$ cat src/sv/spu_pkg.sv
// Shared types and constants for the sorted position table.
// No dependencies; imported by every module of the block.
package spu_pkg;

  localparam int POS_W = 32;
  localparam int TYPE_W = 8;
  localparam int ACT_W = 2;
  localparam int RIDX_W = 6;
  localparam int SLOT_W = 6;
  localparam int CNT_W = 7;

  // Request action codes; the fourth code means nothing and falls to default arms
  typedef enum logic [ACT_W-1:0] {
    ACT_UPSERT = 2'd0,
    ACT_READ   = 2'd1,
    ACT_CLEAR  = 2'd2
  } action_t;

  // Sequencer states
  typedef enum logic [1:0] {
    ST_IDLE,
    ST_CMP,
    ST_APPLY
  } state_t;

  // Per-cycle commands broadcast to every cell
  typedef struct packed {
    logic cmp_en;   // register compare flags against the latched request
    logic upd_en;   // overwrite type in the matching cell
    logic ins_en;   // insert at the sorted slot and shift the tail up
    logic clr_en;   // drop every entry
  } cell_ctl_t;

  // Registered compare flags of one cell
  typedef struct packed {
    logic eq;       // valid entry with position equal to the key
    logic lt;       // valid entry with position below the key
    logic rsel;     // valid entry at the requested read index
  } cell_flags_t;

endpackage

$ cat src/sv/spu_cell.sv
// One slot of the sorted table: holds an entry and its valid bit.
// Depends on spu_pkg; takes shifted data from the previous cell.
module spu_cell #(
  parameter int INDEX = 0
) (
  input  logic                        clk,
  input  logic                        rst_n,
  input  spu_pkg::cell_ctl_t          ctl,
  input  logic [spu_pkg::POS_W-1:0]   key,
  input  logic [spu_pkg::TYPE_W-1:0]  btype,
  input  logic [spu_pkg::RIDX_W-1:0]  read_index,
  input  logic                        prev_lt,
  input  logic                        prev_valid,
  input  logic [spu_pkg::POS_W-1:0]   prev_pos,
  input  logic [spu_pkg::TYPE_W-1:0]  prev_type,
  output logic                        valid,
  output logic [spu_pkg::POS_W-1:0]   pos,
  output logic [spu_pkg::TYPE_W-1:0]  etype,
  output spu_pkg::cell_flags_t        flags
);
  import spu_pkg::*;

  logic                valid_r, valid_nxt;
  logic [POS_W-1:0]    pos_r, pos_nxt;
  logic [TYPE_W-1:0]   type_r, type_nxt;
  cell_flags_t         flags_r, flags_nxt;

  // Compare the stored entry against the request
  always_comb begin
    flags_nxt = flags_r;
    if (ctl.cmp_en) begin
      flags_nxt.eq   = valid_r && (pos_r == key);
      flags_nxt.lt   = valid_r && (pos_r < key);
      flags_nxt.rsel = valid_r && (int'(read_index) == INDEX);
    end
  end

  // Overwrite, insert, shift or drop the entry
  always_comb begin
    valid_nxt = valid_r;
    pos_nxt   = pos_r;
    type_nxt  = type_r;
    if (ctl.clr_en) begin
      valid_nxt = 1'b0;
    end else if (ctl.upd_en && flags_r.eq) begin
      type_nxt = btype;
    end else if (ctl.ins_en && !flags_r.lt) begin
      if (prev_lt) begin
        valid_nxt = 1'b1;
        pos_nxt   = key;
        type_nxt  = btype;
      end else begin
        valid_nxt = prev_valid;
        pos_nxt   = prev_pos;
        type_nxt  = prev_type;
      end
    end
  end

  always_ff @(posedge clk) begin
    if (!rst_n) begin
      valid_r <= 1'b0;
      flags_r <= '0;
    end else begin
      valid_r <= valid_nxt;
      flags_r <= flags_nxt;
    end
  end

  always_ff @(posedge clk) begin
    pos_r  <= pos_nxt;
    type_r <= type_nxt;
  end

  assign valid = valid_r;
  assign pos   = pos_r;
  assign etype = type_r;
  assign flags = flags_r;

endmodule

$ cat config.mk
export PLATFORM = sky130hd
export DESIGN_NAME = spu_cell
export DESIGN_NICKNAME = d
export VERILOG_FILES = /design/src/sv/spu_pkg.sv /design/src/sv/spu_cell.sv
export SDC_FILE = /design/constraint.sdc
export NUM_CORES = 1
export LEC_CHECK = 0
export BUFFER_PORTS_ARGS = -buffer_cell sky130_fd_sc_hd__clkbuf_2
export CAP_MARGIN = 15
export CORE_AREA = 2 2 80 82
export DETAILED_ROUTE_END_ITERATION = 7
export DIE_AREA = 0 0 82 84
export HOLD_SLACK_MARGIN = 0.12
export PLACE_DENSITY = 0.85
export SETUP_SLACK_MARGIN = 0.02
export SLEW_MARGIN = 10
export SYNTH_ARGS = -nofsm -noshare
export SYNTH_HDL_FRONTEND = slang
export SYNTH_SLANG_ARGS = --single-unit
export TNS_END_PERCENT = 1
$ cat constraint.sdc
create_clock -name clk -period 4.1 [get_ports clk]
set_input_delay 0.82 -clock clk [delete_from_list [all_inputs] [get_ports clk]]
set_output_delay 0.82 -clock clk [all_outputs]
set_load 0.02 [all_outputs]
=== After elaboration in Yosys (flattened, before gate mapping) ===
Cells that the tools add are included.

* Register bits after elaboration: 44
* Input port bits: 94
* Output and inout bits: 44
* Word-level logic and storage cells: 28

* Magnitude comparators: 1
* Equality and inequality tests: 1
* Mux-type cells: 5
* Bitwise operators: 3
* Reduce and logical (&&, ||, !) cells: 12

{| class="wikitable"
|+ Operators with widths
! cell !! count
|-
| equality test 32 bit || 1
|-
| less-than comparator 32 bit || 1
|-
| 2-to-1 mux 32 bit || 1
|-
| 2-to-1 mux 8 bit || 3
|-
| logical NOT 6 bit || 1
|-
| logical AND 1 bit || 5
|-
| AND reduction 2 bit || 2
|-
| NOT 1 bit || 3
|-
| AND reduction 3 bit || 1
|-
| nonzero test 2 bit || 1
|-
| OR reduction 2 bit || 1
|-
| logical NOT 1 bit || 1
|-
| 2-to-1 mux 1 bit || 1
|}

=== Logic depth before layout (Yosys ltp) ===
* Depth after elaboration: 4
* Mapped depth: 7

=== Worst setup path before layout ===
OpenSTA, ideal clock, no wires.

* Kind: input port to flip-flop
* Start point: in ctl[1] in the netlist's numbering
* End point: reg pos_r[0], in the netlist pos[0], enable pin
* Arrival: 3.342 ns
* Data required time: 3.629 ns
* Path slack: 0.287 ns
* Stages: 2
* Buffers on the path: 0
* Path through: nand2b_1 nor3b_1

* Longest elaborated chain between the ends: 2

{| class="wikitable"
|+ RTL lines
! element !! line !! text
|-
| start: declaration || spu_cell.sv:8 || <nowiki>input spu_pkg::cell_ctl_t ctl,</nowiki>
|-
| logical AND 1 bit || spu_cell.sv:47 || <nowiki>end else if (ctl.ins_en && !flags_r.lt) begin</nowiki>
|-
| AND reduction 3 bit (no line) || n/a ||
|-
| end signal: assignment || spu_cell.sv:71 || <nowiki>pos_r <= pos_nxt;</nowiki>
|-
| end: declaration || spu_cell.sv:24 || <nowiki>logic [POS_W-1:0] pos_r, pos_nxt;</nowiki>
|}

Every way passes these cells.
A chain may end at the register's enable or synchronous reset.

=== Worst setup path in the final report ===
* Start point: in prev_lt
* End point: reg type_r[1], in the netlist etype[1] (data pin)

* Longest elaborated chain between the ends: 3

{| class="wikitable"
|+ RTL lines
! element !! line !! text
|-
| start: declaration || spu_cell.sv:12 || <nowiki>input logic prev_lt,</nowiki>
|-
| 2-to-1 mux 8 bit || spu_cell.sv:48 || <nowiki>if (prev_lt) begin</nowiki>
|-
| 2-to-1 mux 8 bit || spu_cell.sv:47 ||
|-
| 2-to-1 mux 8 bit || spu_cell.sv:45 || <nowiki>end else if (ctl.upd_en && flags_r.eq) begin</nowiki>
|-
| end signal: assignment || spu_cell.sv:72 || <nowiki>type_r <= type_nxt;</nowiki>
|-
| end: declaration || spu_cell.sv:25 || <nowiki>logic [TYPE_W-1:0] type_r, type_nxt;</nowiki>
|}

Every way passes these cells. The select of a mux whose other input is x is not followed.

==> results_tabular.tex <==
\begin{tabular}{lr}
\hline
Metric & Value \\
\hline
\multicolumn{2}{l}{\textbf{Critical path}} \\
\quad Startpoint kind of the worst setup timing path & input pin \\
\quad Largest stage delay on the critical path & 0.58 ns \\
\quad Worst-path maximum fanout & 33 \\
\quad Critical path data arrival time & 2.29 ns \\
\quad Cell-by-cell listing of the critical path & clkbuf\_2, a21oi\_2, mux2\_2 \\
\quad Required time at the endpoint of the critical path & 4.14 ns \\
\quad Worst-path cell with the longest stage delay & sky130\_fd\_sc\_hd\_\_a21oi\_2 \\
\quad Worst r2r src & pos[29] \\
\quad Number of buffers and inverters on the critical path & 1 \\
\quad Family with the most delay on the worst path & compound AO/OA/AOI/OAI gates \\
\quad Worst setup path category & in -> reg \\
\quad Setup crit end kind & flop \\
\quad Critical Path Source & prev\_lt \\
\multicolumn{2}{l}{\textbf{Cells and area}} \\
\quad Number of nets in the final layout & 489 \\
\quad Highest-count cells in the layout ignoring fill and taps & sky130\_fd\_sc\_hd\_\_clkbuf\_2, sky130\_fd\_sc\_hd\_\_mux2\_2, sky130\_fd\_sc\_hd\_\_edfxtp\_1, sky130\_fd\_sc\_hd\_\_inv\_1, sky130\_fd\_sc\_hd\_\_ha\_1 \\
\quad \# fillers & 547 \\
\quad Most frequent standard cell in the layout excluding fill and tap cells & sky130\_fd\_sc\_hd\_\_clkbuf\_2 \\
\quad Non-filler instance count after layout & 441 \\
\quad Number of antenna repair diodes & 0 \\
\quad Share of final-layout standard cells stronger than drive strength 1 & 51.9\% \\
\quad Synth-to-layout area growth & 33.5\% \\
\quad Final Util & 58.3\% \\
\quad Final std cell area, no fill & 3550 sq um \\
\multicolumn{2}{l}{\textbf{CTS}} \\
\quad Worst-case clock buffer depth & 2 \\
\quad Clock tree from TritonCTS & built \\
\quad Post-CTS setup buffers & 0 \\
\quad CTS sink count & 44 \\
\quad Cells resized by post-CTS repair & 0 \\
\quad Root Buffer Master & sky130\_fd\_sc\_hd\_\_clkbuf\_8 \\
\quad TritonCTS buffer count & 5 \\
\quad Clock-pin slew reported for the worst setup and hold paths after clock tree synthesis & 0.08 ns \\
\quad Hold buffer count at cts & 0 \\
\quad Skew-Pair Late Insertion Delay & 0.28 ns \\
\quad \# H-tree levels & 2 \\
\multicolumn{2}{l}{\textbf{Synth}} \\
\quad Post-Syn Area & 2660 sq um \\
\quad Sequential area share after synthesis & 48.1\% \\
\quad Adder and majority cell fraction of the synthesized area & 15.0\% \\
\quad Post-synthesis sequential element count & 44 \\
\quad Number of distinct library cells after synthesis & 29 \\
\quad Post-Synth XOR/XNOR Area & 0\% \\
\quad Avg Cell Area, Syn & 12.0 sq um \\
\quad Cell count after synthesis & 221 \\
\quad Basic-gate share of the synthesized area counting and, or, nand and nor cells & 6.06\% \\
\quad Dominant combinational cell family by area after synthesis & multiplexers \\
\quad Synth Area in Compound Gates & 7.90\% \\
\quad Syn nets & 347 \\
\quad Fraction of synthesized area in multiplexers & 16.9\% \\
\quad Synthesis Warnings & 0 \\
\multicolumn{2}{l}{\textbf{Drt}} \\
\quad Initial detailed-routing violation count & 55 \\
\quad Remaining number of nets flagged by the antenna check after routing & 0 \\
\quad 1st-pass router iterations & 4 \\
\quad Mean routed wirelength per cell & 13.8 microns \\
\quad DRC violations left & 0 \\
\quad Vias & 2158 \\
\quad Number of vias per cell after detailed routing & 4.89 \\
\quad Wirelength, routed & 6.10 mm \\
\multicolumn{2}{l}{\textbf{Place}} \\
\quad Placer's final routability congestion estimate & 0.746 \\
\quad Placement-stage cell area & 3440 sq um \\
\quad Total instance count after detailed placement & 433 \\
\quad Number of buffers added on ports & 137 \\
\quad Sum of net half-perimeters after detailed placement & 5.15 mm \\
\multicolumn{2}{l}{\textbf{Global route}} \\
\quad Antenna violations before repair & 0 \\
\quad Overflow left after global routing & 0 \\
\quad Via count of the first global-routing pass & 2298 \\
\quad Gr usage total & 18.5\% \\
\quad Largest net degree at the start of global routing & 34 \\
\quad First-pass GRT wire length & 9.76 mm \\
\multicolumn{2}{l}{\textbf{Flow run}} \\
\quad Max-cap viol count & 0 \\
\multicolumn{2}{l}{\textbf{Timing}} \\
\quad Share of the cycle needed by the critical path after routing & 54.7\% \\
\quad Sum of negative setup slack & 0 ns \\
\quad Final count of hold timing violations & 0 \\
\quad Final Max Tran Viols & 0 \\
\quad Final period demand of the worst path & 2.24 ns \\
\quad Minimum hold slack & 0.504 ns \\
\quad Remaining max-slew budget at the tightest pin & 42.0\% \\
\quad Max Clock Freq & 446 MHz \\
\quad Number of failing setup endpoints in the final timing report & 0 \\
\quad Final setup skew & 0.00654 ns \\
\quad Worst-margin pin slew & 0.870 ns \\
\quad Setup repair after global routing missed its margin & no \\
\multicolumn{2}{l}{\textbf{Power and ir drop}} \\
\quad Reported leakage power & 1.76 nW \\
\quad Largest voltage drop on the vdd net & 0.178 mV \\
\quad Power density normalized to cell area & 300 nW/um\^{}2 \\
\multicolumn{2}{l}{\textbf{Hold path}} \\
\quad Hold\_sp & flags[1] \\
\quad Worst min path class & reg -> reg \\
\multicolumn{2}{l}{\textbf{Floorplan}} \\
\quad Die area & 6890 sq um \\
\quad Count of standard-cell rows & 29 \\
\quad Die H & 84 microns \\
\quad I/O pin count & 138 \\
\quad Horizontal extent of the die & 82 microns \\
\quad Starting density of the core & 43.7\% \\
\quad Core region area & 6100 sq um \\
\multicolumn{2}{l}{\textbf{Status}} \\
\quad Outcome & complete, no violations \\
\hline
\end{tabular}
## cells in the mapped netlist
master	count	share of area, %
sky130_fd_sc_hd__a2111oi_1	1	0.38
sky130_fd_sc_hd__a211oi_1	3	0.85
sky130_fd_sc_hd__a21boi_0	1	0.28
sky130_fd_sc_hd__a21o_1	3	0.85
sky130_fd_sc_hd__a21oi_1	14	2.6
sky130_fd_sc_hd__a21oi_2	2	0.66
sky130_fd_sc_hd__a221o_1	1	0.38
sky130_fd_sc_hd__buf_2	3	0.56
sky130_fd_sc_hd__clkbuf_1	1	0.14
sky130_fd_sc_hd__dfxtp_1	4	3.0
sky130_fd_sc_hd__edfxtp_1	40	45
sky130_fd_sc_hd__ha_1	32	15
sky130_fd_sc_hd__inv_1	37	5.2
sky130_fd_sc_hd__mux2_2	40	17
sky130_fd_sc_hd__nand2_1	9	1.3
sky130_fd_sc_hd__nand2b_1	1	0.24
sky130_fd_sc_hd__nand3_1	3	0.56
sky130_fd_sc_hd__nand4_1	8	1.9
sky130_fd_sc_hd__nor2_1	3	0.42
sky130_fd_sc_hd__nor2b_1	2	0.47
sky130_fd_sc_hd__nor3_1	1	0.19
sky130_fd_sc_hd__nor3b_1	1	0.28
sky130_fd_sc_hd__nor4_1	2	0.47
sky130_fd_sc_hd__o211ai_1	1	0.28
sky130_fd_sc_hd__o21ai_0	4	0.75
sky130_fd_sc_hd__o22ai_1	1	0.24
sky130_fd_sc_hd__o31a_1	1	0.33
sky130_fd_sc_hd__o31ai_1	1	0.28
sky130_fd_sc_hd__or4_1	1	0.28
## layout make-up
type	instances	area [sq um]	share of cell area, %
Multi-Input combinational cell	136	1230	34.6
Inverter	37	139	3.91
Timing Repair Buffer	139	701	19.7
Clock buffer	6	72.6	2.04
Tap cell	77	96.3	2.71
Sequential cell	44	1280	36.1
Clock inverter	2	35.0	0.986
## registers in the layout, indices dropped and copies added, names as in the netlist
signal	cells
flags	3
valid	1
pos	32
etype	8
## per-stage QoR
step / worst slack, ns / total power (W)
after floorplan: 0.287 / 0.000663
after global placement: 1.56 / 0.000746
after detailed placement: 1.50 / 0.000756
after CTS: 1.83 / 0.00108
after global routing: 1.76 / 0.00113
final: 1.86 / 0.00107
## kinds of logic (layout without fill, tap and decap cells)
family	Yosys count	count (layout)
compound gates	33	33
buf+inv	41	184
simple gates	31	31
flops	44	44
mux	40	40
fa+ha+maj	32	32
## worst min-delay path, stage by stage, from the launching register on
cell                      delay, ns
sky130_fd_sc_hd__dfxtp_1       0.33
sky130_fd_sc_hd__nand2_1       0.06
sky130_fd_sc_hd__o22ai_1       0.07
## where the power goes
part / internal [W] / switching [W]
clock network: 0.000181 / 0.000144
logic: 0.000104 / 0.000111
registers: 0.000517 / 0.0000103
total: 0.000802 / 0.000264
## routing by layer
metal  global-route usage [%]  up-vias  wire length, microns
li1                         -     1095                     -
met1                     20.0      972                  2400
met2                     34.2       82                  3250
met3                     4.44        9                   375
met4                     5.91        0                    76
met5                        0        -                     0
## path summary, 6_finish.rpt
path | slack, ns | to | cells after the start
max | 1.86 | etype[1] | 3
min | 0.50 | flags[1] | 2
max reg2reg | 2.12 | flags[1] | 6
min reg2reg | 0.50 | flags[1] | 2
No activity file was read; power rests on OpenSTA's default activity.
